File: src/ytr_pkg.sv
// ----------------------------------------------------------------------------
// ytr_pkg: shared types and arithmetic for the YUYV to RGB pair converter
// Q8 coefficients, the chroma term bundle and the clamp/scale helpers.
// ----------------------------------------------------------------------------
package ytr_pkg;

  localparam int unsigned PixW   = 8;
  localparam int unsigned CoefW  = 10;
  localparam int unsigned DiffW  = 10;
  localparam int unsigned SumW   = 11;
  localparam int unsigned ProdW  = 20;

  localparam logic [CoefW-1:0] CoefRv = 10'd292;
  localparam logic [CoefW-1:0] CoefGu = 10'd101;
  localparam logic [CoefW-1:0] CoefGv = 10'd149;
  localparam logic [CoefW-1:0] CoefBu = 10'd520;

  localparam logic signed [SumW-1:0] ChromaMid = 11'sd128;
  localparam logic signed [SumW-1:0] PixMax    = 11'sd255;

  // Chroma terms shared by both pixels of a macropixel.
  typedef struct packed {
    logic signed [DiffW-1:0] red_diff;
    logic signed [DiffW-1:0] blue_diff;
    logic [PixW-1:0]         green_term;
  } ytr_chroma_t;

  typedef struct packed {
    logic [PixW-1:0] red;
    logic [PixW-1:0] green;
    logic [PixW-1:0] blue;
  } ytr_rgb_t;

  // coef * (c - 128) / 256, rounded toward zero.
  function automatic logic signed [DiffW-1:0] scaled(input logic [CoefW-1:0] coef,
                                                     input logic [PixW-1:0] c);
    logic signed [DiffW-1:0] d;
    logic signed [ProdW-1:0] p;
    logic signed [ProdW-1:0] q;
    d = $signed({2'b00, c}) - 10'sd128;
    p = ProdW'(d) * $signed({10'b0, coef});
    // Bias negative products so the arithmetic shift truncates toward zero.
    q = p + (p[ProdW-1] ? 20'sd255 : 20'sd0);
    q = q >>> 8;
    return q[DiffW-1:0];
  endfunction

  function automatic logic [PixW-1:0] clamp_pix(input logic signed [SumW-1:0] v);
    logic [PixW-1:0] r;
    if (v < 0) begin
      r = '0;
    end else if (v > PixMax) begin
      r = '1;
    end else begin
      r = v[PixW-1:0];
    end
    return r;
  endfunction

endpackage

File: src/ytr_chroma.sv
// ----------------------------------------------------------------------------
// ytr_chroma: shared chroma stage
// Forms the red, blue and clamped green chroma terms from U and V.
// ----------------------------------------------------------------------------
module ytr_chroma (
  input  logic                     clk,
  input  logic                     load,
  input  logic [ytr_pkg::PixW-1:0] chroma_blue,
  input  logic [ytr_pkg::PixW-1:0] chroma_red,
  output ytr_pkg::ytr_chroma_t     chroma
);
  import ytr_pkg::*;

  logic signed [DiffW-1:0] green_u;
  logic signed [DiffW-1:0] green_v;
  logic signed [SumW-1:0]  green_sum;
  ytr_chroma_t             chroma_next;

  always_comb begin
    green_u   = scaled(CoefGu, chroma_blue);
    green_v   = scaled(CoefGv, chroma_red);
    green_sum = ChromaMid - SumW'(green_u) - SumW'(green_v);
    chroma_next.red_diff   = scaled(CoefRv, chroma_red);
    chroma_next.blue_diff  = scaled(CoefBu, chroma_blue);
    chroma_next.green_term = clamp_pix(green_sum);
  end

  always_ff @(posedge clk) begin
    if (load) begin
      chroma <= chroma_next;
    end
  end

endmodule

File: src/ytr_lane.sv
// ----------------------------------------------------------------------------
// ytr_lane: one pixel lane
// Adds the shared chroma terms to one luma value and clamps each channel.
// ----------------------------------------------------------------------------
module ytr_lane (
  input  logic [ytr_pkg::PixW-1:0] luma,
  input  ytr_pkg::ytr_chroma_t     chroma,
  output ytr_pkg::ytr_rgb_t        rgb
);
  import ytr_pkg::*;

  logic signed [SumW-1:0] y_ext;

  always_comb begin
    y_ext     = $signed({3'b000, luma});
    rgb.red   = clamp_pix(y_ext + SumW'(chroma.red_diff));
    rgb.blue  = clamp_pix(y_ext + SumW'(chroma.blue_diff));
    rgb.green = clamp_pix(y_ext + $signed({3'b000, chroma.green_term}) - ChromaMid);
  end

endmodule

File: src/yuyv_to_rgb_pixel_pair.sv
// ----------------------------------------------------------------------------
// yuyv_to_rgb_pixel_pair: YUYV 4:2:2 macropixel to RGB888 pixel pair
// Two pixel lanes share one chroma stage; an output register merges them.
// ----------------------------------------------------------------------------
// One macropixel is taken per clock and one result comes out per clock while
// neither side stalls. Each transaction passes two register stages: the
// chroma products, then the per-pixel add and clamp in two parallel lanes.
// Both sides stall independently; the stages hold their data while the
// downstream is not ready.
module yuyv_to_rgb_pixel_pair (
  input  logic        clk,
  input  logic        rst,
  input  logic        s_tvalid,
  output logic        s_tready,
  // luma_first, chroma_blue, luma_second, chroma_red (8 bits each)
  input  logic [31:0] s_tdata,
  input  logic        s_tlast,
  output logic        m_tvalid,
  input  logic        m_tready,
  // red_first, green_first, blue_first, red_second, green_second,
  // blue_second, gray_first, gray_second, chroma_blue, chroma_red
  output logic [79:0] m_tdata,
  output logic        m_tlast
);
  import ytr_pkg::*;

  logic            stage_valid;
  logic            stage_load;
  logic            out_load;
  logic [PixW-1:0] luma_first;
  logic [PixW-1:0] luma_second;
  logic [PixW-1:0] chroma_blue;
  logic [PixW-1:0] chroma_red;
  logic            frame_last;
  ytr_chroma_t     chroma;
  ytr_rgb_t        rgb_first;
  ytr_rgb_t        rgb_second;

  assign out_load   = stage_valid && (!m_tvalid || m_tready);
  assign s_tready   = !stage_valid || out_load;
  assign stage_load = s_tvalid && s_tready;

  always_ff @(posedge clk) begin
    if (rst) begin
      stage_valid <= 1'b0;
      m_tvalid    <= 1'b0;
    end else begin
      if (s_tready) begin
        stage_valid <= s_tvalid;
      end
      if (!m_tvalid || m_tready) begin
        m_tvalid <= stage_valid;
      end
    end
  end

  always_ff @(posedge clk) begin
    if (stage_load) begin
      luma_first  <= s_tdata[7:0];
      chroma_blue <= s_tdata[15:8];
      luma_second <= s_tdata[23:16];
      chroma_red  <= s_tdata[31:24];
      frame_last  <= s_tlast;
    end
  end

  ytr_chroma u_chroma (
    .clk         (clk),
    .load        (stage_load),
    .chroma_blue (s_tdata[15:8]),
    .chroma_red  (s_tdata[31:24]),
    .chroma      (chroma)
  );

  ytr_lane u_lane_first (
    .luma   (luma_first),
    .chroma (chroma),
    .rgb    (rgb_first)
  );

  ytr_lane u_lane_second (
    .luma   (luma_second),
    .chroma (chroma),
    .rgb    (rgb_second)
  );

  always_ff @(posedge clk) begin
    if (out_load) begin
      m_tdata <= {chroma_red, chroma_blue, luma_second, luma_first,
                  rgb_second.blue, rgb_second.green, rgb_second.red,
                  rgb_first.blue, rgb_first.green, rgb_first.red};
      m_tlast <= frame_last;
    end
  end

endmodule
File: config.mk
export PLATFORM = sky130hd
export DESIGN_NAME = yuyv_to_rgb_pixel_pair
export DESIGN_NICKNAME = d
export VERILOG_FILES = /design/src/ytr_pkg.sv /design/src/ytr_chroma.sv /design/src/ytr_lane.sv /design/src/yuyv_to_rgb_pixel_pair.sv
export SDC_FILE = /design/constraint.sdc
export NUM_CORES = 1
export LEC_CHECK = 0
export ABC_AREA = 1
export BUFFER_PORTS_ARGS = -buffer_cell sky130_fd_sc_hd__buf_2
export CAP_MARGIN = 20
export CELL_PAD_IN_SITES_DETAIL_PLACEMENT = 1
export CELL_PAD_IN_SITES_GLOBAL_PLACEMENT = 1
export CORE_ASPECT_RATIO = 1.1
export CORE_MARGIN = 3
export CORE_UTILIZATION = 25
export DETAILED_ROUTE_END_ITERATION = 7
export PLACE_DENSITY = 0.58
export SYNTH_ARGS = -nofsm -noshare
export SYNTH_HDL_FRONTEND = slang
export SYNTH_SLANG_ARGS = --single-unit
export TNS_END_PERCENT = 50
File: constraint.sdc
create_clock -name clk -period 14.4 [get_ports clk]
set_clock_uncertainty 0.1 [all_clocks]
set_input_delay 0.72 -clock clk [delete_from_list [all_inputs] [get_ports clk]]
set_output_delay 0.72 -clock clk [all_outputs]
set_load 0.02 [all_outputs]
==> results.md, run 1 <==
- Run status: complete, no violations
- Max frequency: 0.1304 GHz
- Synth area leaders: edfxtp_1, ha_1, nand2_1
- Share of power burned in combinational logic: around 62%
- Drt initial violations: around 270
- Post-route ant nets: 0
- Commonest cells after routing, fill and taps aside: nand2_1, inv_1, ha_1, edfxtp_1, buf_2
- Clock network latency to the later pin of the worst-skew pair: 0.44 ns
- Nets: between 1.5k and 2k
- RSZ-0062 raised after global routing: no
- Seq/Total Area, Yosys: between 30% and 40%
- Antenna violations before repair: 0
- CORE AREA: approximately 50000 sq um
- Worst Path Required: between 10 and 15 ns
- Most common cell after layout, fill and taps aside: nand2_1
- Placed cell count: 2204
- Clk root buf: clkbuf_16
- CP Capture Type: flip-flop
- Max Cap Viol: 0
- P_leak: between 0.007 and 0.008 uW
- PortBufs: around 120
- CP max stage delay: between 0.5 and 0.6 ns
- Total Routing Usage GR: 12.20%
- Synth Cell Area: approximately 13000 sq um
- Cells after Synth: around 1.4k
- Largest net degree at the start of global routing: between 60 and 70
- Setup bufs post-CTS: 0
- WP data arrival: between 7 and 8 ns
- Number of flops mapped to enable cells by yosys: about 140
- Sequential power share: 21.9%
- Starting Density: about a quarter
- Startpoint type of the worst setup path: input pin
- Crit path kind: input pin to flip-flop
- Area Overhead vs Synth: 15.71%
- CTS tree: done
- Wirelength per Cell: about 15 um
- Die Wd: approximately 220 um
- Fin cells: between 2k and 2.5k
- Reg clk slew, reported paths: 0.07 ns
- CP max-delay cell: fa_1
- Diodes inserted: 0
- CP Max Fanout: 11
- Synth Register Bits: 144
- Grt total ovfl: 0
- Max VDD drop: between 0.15 and 0.2 mV
- Clock share of power: about 16%
- I/O pin count: 120
- Post-synth ARST share: 0%
- Die area: approximately 54000 sq um
- Global-route wire length before repair: approximately 54000 um
- Final Max Tran Viols: 0
- Vias per inst: around 4.4
- TritonRoute pass-1 iters: 6
- CTS Buf Count: 17
- Mean area per synthesized cell: roughly 9 sq um
- Post-synth top area share: 33.34%
- CTS HTree Levels: 4
- HP Start: chroma_red[5]
- # setup viols final: 0
- Final period util: between 50% and 60%
- Sw Share: 47.46%
- Yosys warns: 0
- Detailed placement HPWL: 27020 um
- Clock Tree Buf Depth: 2
- Post-Route Setup TNS: 0 ns
- Ys flop type: edfxtp_1
- Psw: roughly 1300 uW
- Post-CTS Hold Fix Bufs: 0
- Site Rows: 86
- Critical R2R Launch: luma_second[1]
- Global placer's final weighted congestion: around 0.85
- Synth Net Count: about 1.7k
- Delay-heaviest family, CP: adder cells
- CTS sink cnt: approximately 140
- Worst-Margin Slew: 0.8928 ns
- Fillers: between 5k and 6k
- DRC Markers: 0
- Max_slew headroom: approximately two fifths
- PD cells: 190.7 nW/um^2
- CP most frequent cell: inv_1
- Layout cells sized above 1: a little over an eighth
- Chip Height: between 200 and 250 um
- Final hold vios: 0
- Hold Path Class: flip-flop to flip-flop
- Worst path bufs/invs: 9
- Via count: 9948
- Cell taking the most area after synthesis: edfxtp_1
- CP startpoint: s_tdata[31]
- Int Power: between 1000 and 1500 uW
- Synth cell types: 55
- Number of global-route vias before repair: 10.54k
- Routed WL: 32560 um
- Post-CTS sizing: 0
- Cell Area, Placed: 14210 sq um
- Fin area: ~15000 sq um
- Crit path time final: roughly 7.7 ns
[routing by layer]
| layer | vias to the layer above | GRT usage (%) | part of all wire (%) |
|---|---|---|---|
| met1 | 4735 | 14.41 | 44 |
| met3 | 31 | 1.488 | 2.6 |
| met4 | 0 | 3.896 | 1.9 |
| met2 | 115 | 22.85 | 52 |
| met5 | - | 0 | 0 |
| li1 | 5067 | - | - |
[worst register-to-register path: stages (launching register included)]
cell and delay [ns]:
edfxtp_1 0.60, ha_1 0.39, ha_1 0.18, inv_1 0.06
fa_1 0.40, o21ai_0 0.33, a21oi_1 0.13, o21ai_0 0.32
nand2_1 0.09, nand3_1 0.15, nand3_1 0.29, a21oi_1 0.37
[kinds of logic (layout without fill, tap and decap cells)]
logic type               Yosys count  after routing  share of synthesized area, %
AND/OR/NAND/NOR                  502            502                         17.81
adder cells (fa/ha/maj)          240            240                         25.24
buffers and inverters            237            385                         7.092
AO/OA/AOI/OAI                    200            200                         9.019
flip-flops                       144            144                         33.65
XOR/XNOR                         105            105                         7.190
[sequential cells by signal, indices dropped and copies added, names as in the netlist, 8 cells and up]
name             cells
u_chroma.chroma     28
chroma_blue          8
luma_first           8
m_tdata             80
luma_second          8
chroma_red           8
[cells in the mapped netlist (3+ instances only)]
library cell	instances
nand2_1	263
inv_1	228
ha_1	210
edfxtp_1	142
a21oi_1	118
nand3_1	89
nor2_1	70
xor2_1	69
xnor2_1	36
o21ai_0	33
fa_1	30
nand2_2	20
nand4_1	13
a21o_1	10
nand3b_1	8
o21bai_1	8
or2_2	8
nor2_2	7
nor3_1	5
nand2_4	4
a31oi_1	3
nand3_2	3
o211ai_1	3
o21ai_1	3
[power by group through the flow]
stage	clock network (uW)	registers, uW	logic (uW)
3_3_place_gp	0	628	1740
4_1_cts	463	620	1790
5_1_grt	480	626	2020
3_5_place_dp	0	629	1780
2_1_floorplan	0	652	1300
6_report	447	618	1760
[path summary, 6_finish.rpt]
path / depth (start not counted) / slack, ns / endpoint
min: 0 / 0.32 / m_tdata[77]
max: 41 / 6.73 / u_chroma.chroma[6]
min reg2reg: 0 / 0.32 / m_tdata[77]
max reg2reg: 11 / 10.80 / m_tdata[35]
[through the flow]
step | setup slack, ns | hold slack [ns] | power, uW | utilization, %
finish | 6.731 | 0.3202 | 2823 | 29.39
global placement | 6.416 | 0.3019 | 2366 | 28.21
global route | 6.177 | 0.3270 | 3124 | 29.39
detailed placement | 6.218 | 0.3062 | 2410 | 28.21
floorplan | 7.105 | 0.3003 | 1948 | -
CTS | 6.675 | 0.3195 | 2876 | 29.39
[layout make-up]
type / count / area (sq um) / area share (%)
Inverter: 232 / 875.8 / 5.918
Sequential cell: 144 / 4304 / 29.08
Multi-Input combinational cell: 1047 / 7591 / 51.29
Timing Repair Buffer: 121 / 610.6 / 4.125
Clock buffer: 17 / 425.4 / 2.874
Clock inverter: 15 / 167.7 / 1.133
Tap cell: 660 / 825.8 / 5.580
Note: power is estimated with default switching activity, not from simulation.
==> inputs of run 2 (changes only) <==
--- a/config.mk
+++ b/config.mk
@@ -14,7 +14,7 @@
 export CORE_MARGIN = 3
 export CORE_UTILIZATION = 25
 export DETAILED_ROUTE_END_ITERATION = 7
-export PLACE_DENSITY = 0.58
+export PLACE_DENSITY = 0.6
 export SYNTH_ARGS = -nofsm -noshare
 export SYNTH_HDL_FRONTEND = slang
 export SYNTH_SLANG_ARGS = --single-unit
==> constraint.sdc (replaced) <==
create_clock -name clk -period 6.2 [get_ports clk]
set_clock_uncertainty 0.1 [all_clocks]
set_input_delay 0.31 -clock clk [delete_from_list [all_inputs] [get_ports clk]]
set_output_delay 0.31 -clock clk [all_outputs]
set_load 0.02 [all_outputs]
==> run 2 against run 1 <==
Net effect: utilization up 3.2 points; sequential share of layout area down 2.9 points; critical path type unchanged; combinational power rose to 2.9 times the previous value; critical endpoint is now u_chroma.chroma[5]; global-route usage up 0.74 points.
==> results.md, run 2 (synthesis results as in run 1) <==
- Register area: roughly 4300 sq um
- Drt initial violations: between 200 and 250
- Placed cell count: ~2.3k
- Worst-Margin Slew: roughly 0.84 ns
- Reg clk slew, reported paths: about 0.070 ns
- Grt total ovfl: 0
- RSZ-0062 raised after global routing: yes
- Max VDD drop: 0.3613 mV
- Pre-CTS setup slack: -0.4138 ns
- Total power: between 7000 and 8000 uW
- Post-route ant nets: 0
- Post-layout util: around a third
- Clock network latency to the later pin of the worst-skew pair: about 0.43 ns
- CP most frequent cell: nand2_1
- Startpoint type of the worst setup path: input pin
- Layout cells sized above 1: between 20% and 30%
- Routed WL: approximately 35000 um
- Clk root buf: clkbuf_16
- # setup viols final: 0
- PortBufs: around 120
- Site Rows: 86
- Global placer's final weighted congestion: 0.8332
- Hold Path Class: input pin to flip-flop
- CP Capture Type: flip-flop
- Final Max Tran Viols: 0
- CORE AREA: 50360 sq um
- Commonest cells after routing, fill and taps aside: nand2_1, inv_1, ha_1, buf_4, edfxtp_1
- Crit path time final: approximately 6.0 ns
- Final hold vios: 0
- CP max-delay cell: fa_1
- Total Routing Usage GR: 12.94%
- Die Wd: 221.7 um
- Crit path kind: input pin to flip-flop
- I/O pin count: 120
- CP Max Fanout: 8
- Fin cells: approximately 2.4k
- Final worst setup slack: roughly 0.23 ns
- Vias per inst: 4.402
- Fillers: about 5.9k
- PD cells: ~470 nW/um^2
- Antenna violations before repair: 0
- Delay-heaviest family, CP: adder cells
- Number of global-route vias before repair: between 10k and 15k
- Max Cap Viol: 0
- Worst Path Required: ~6.3 ns
- Starting Density: 25.40%
- Max frequency: around 0.17 GHz
- Wirelength per Cell: 14.51 um
- Most common cell after layout, fill and taps aside: nand2_1
- P_leak: between 0.007 and 0.008 uW
- Biggest regs: m_tdata: 80 flops, u_chroma.chroma: 28 flops
- Max_slew headroom: between 40% and 50%
- Clock Tree Buf Depth: 2
- Largest net degree at the start of global routing: 59
- Global-route wire length before repair: between 50000 and 60000 um
- Via count: ~11k
- Top reg by flops: m_tdata
- Diodes inserted: 0
- DRC Markers: 0
- Nets: between 2k and 2.5k
- Die area: 53920 sq um
- Worst path bufs/invs: 8
- CTS tree: done
- Largest register FFs: 80
- Area Overhead vs Synth: 28.40%
- Detailed placement HPWL: between 20000 and 30000 um
- CTS HTree Levels: 4
- CTS Buf Count: 17
- WP data arrival: just over 6 ns
- CTS sink cnt: 144
- CP max stage delay: 0.50 ns
- Final period util: 96.34%
- Footprint of the multi-input gates: a little under 8000 sq um
- Chip Height: about 240 um
- TritonRoute pass-1 iters: 6
- Run status: complete, no violations
==> run 2: per-layer routing <==
| layer | global-route usage, % | share of wire (%) | wire (um) | vias up |
|---|---|---|---|---|
| li1 | - | - | - | 5405 |
| met1 | 15.35 | 44 | 15380 | 5016 |
| met2 | 24.47 | 52 | 18250 | 104 |
| met3 | 1.403 | 1.6 | 566 | 35 |
| met4 | 3.783 | 1.8 | 619 | 0 |
| met5 | 0 | 0 | 0 | - |
==> run 2: path summary, 6_finish.rpt <==
check / cells past startpoint / slack [ns] / from / endpoint
max: 38 / 0.23 / s_tdata[10] / u_chroma.chroma[5]
min: 1 / 0.03 / s_tdata[14] / chroma_blue[6]
min reg2reg: 0 / 0.32 / chroma_red[7] / m_tdata[79]
max reg2reg: 11 / 2.81 / luma_first[1] / m_tdata[15]
==> run 2: where the power goes <==
| group | switching, uW | total (uW) | internal, uW |
|---|---|---|---|
| sequential | 90.9 | 1430 | 1340 |
| combinational | 2840 | 5190 | 2350 |
| clock | 424 | 1060 | 640 |
==> run 2: layout make-up <==
type	instances	share of cell area, %
clock inverter	13	1.089
inverter	232	5.386
tap	660	5.028
clock buffer	18	2.613
timing repair buffer	285	11.60
sequential	144	26.21
multi-input combinational	1047	48.08
==> run 2: through the flow <==
step / cell area [sq um] / setup TNS, ns / hold WS, ns
finish: 16420 / 0 / 0.03286
global route: 16420 / -0.4922 / 0.02475
CTS: 16110 / 0 / 0.007848
detailed placement: 15290 / -3.126 / 0.3057
global placement: 15290 / -1.764 / 0.3024
floorplan: 12910 / -1.618 / 0.2791
==> run 2: repair_timing <==
action,4_1_cts,5_1_grt
hold endpoints to repair,22,0
hold buffers,21,0
endpoints found under the setup margin,0,8
setup buffers,0,13
resized for setup,0,42
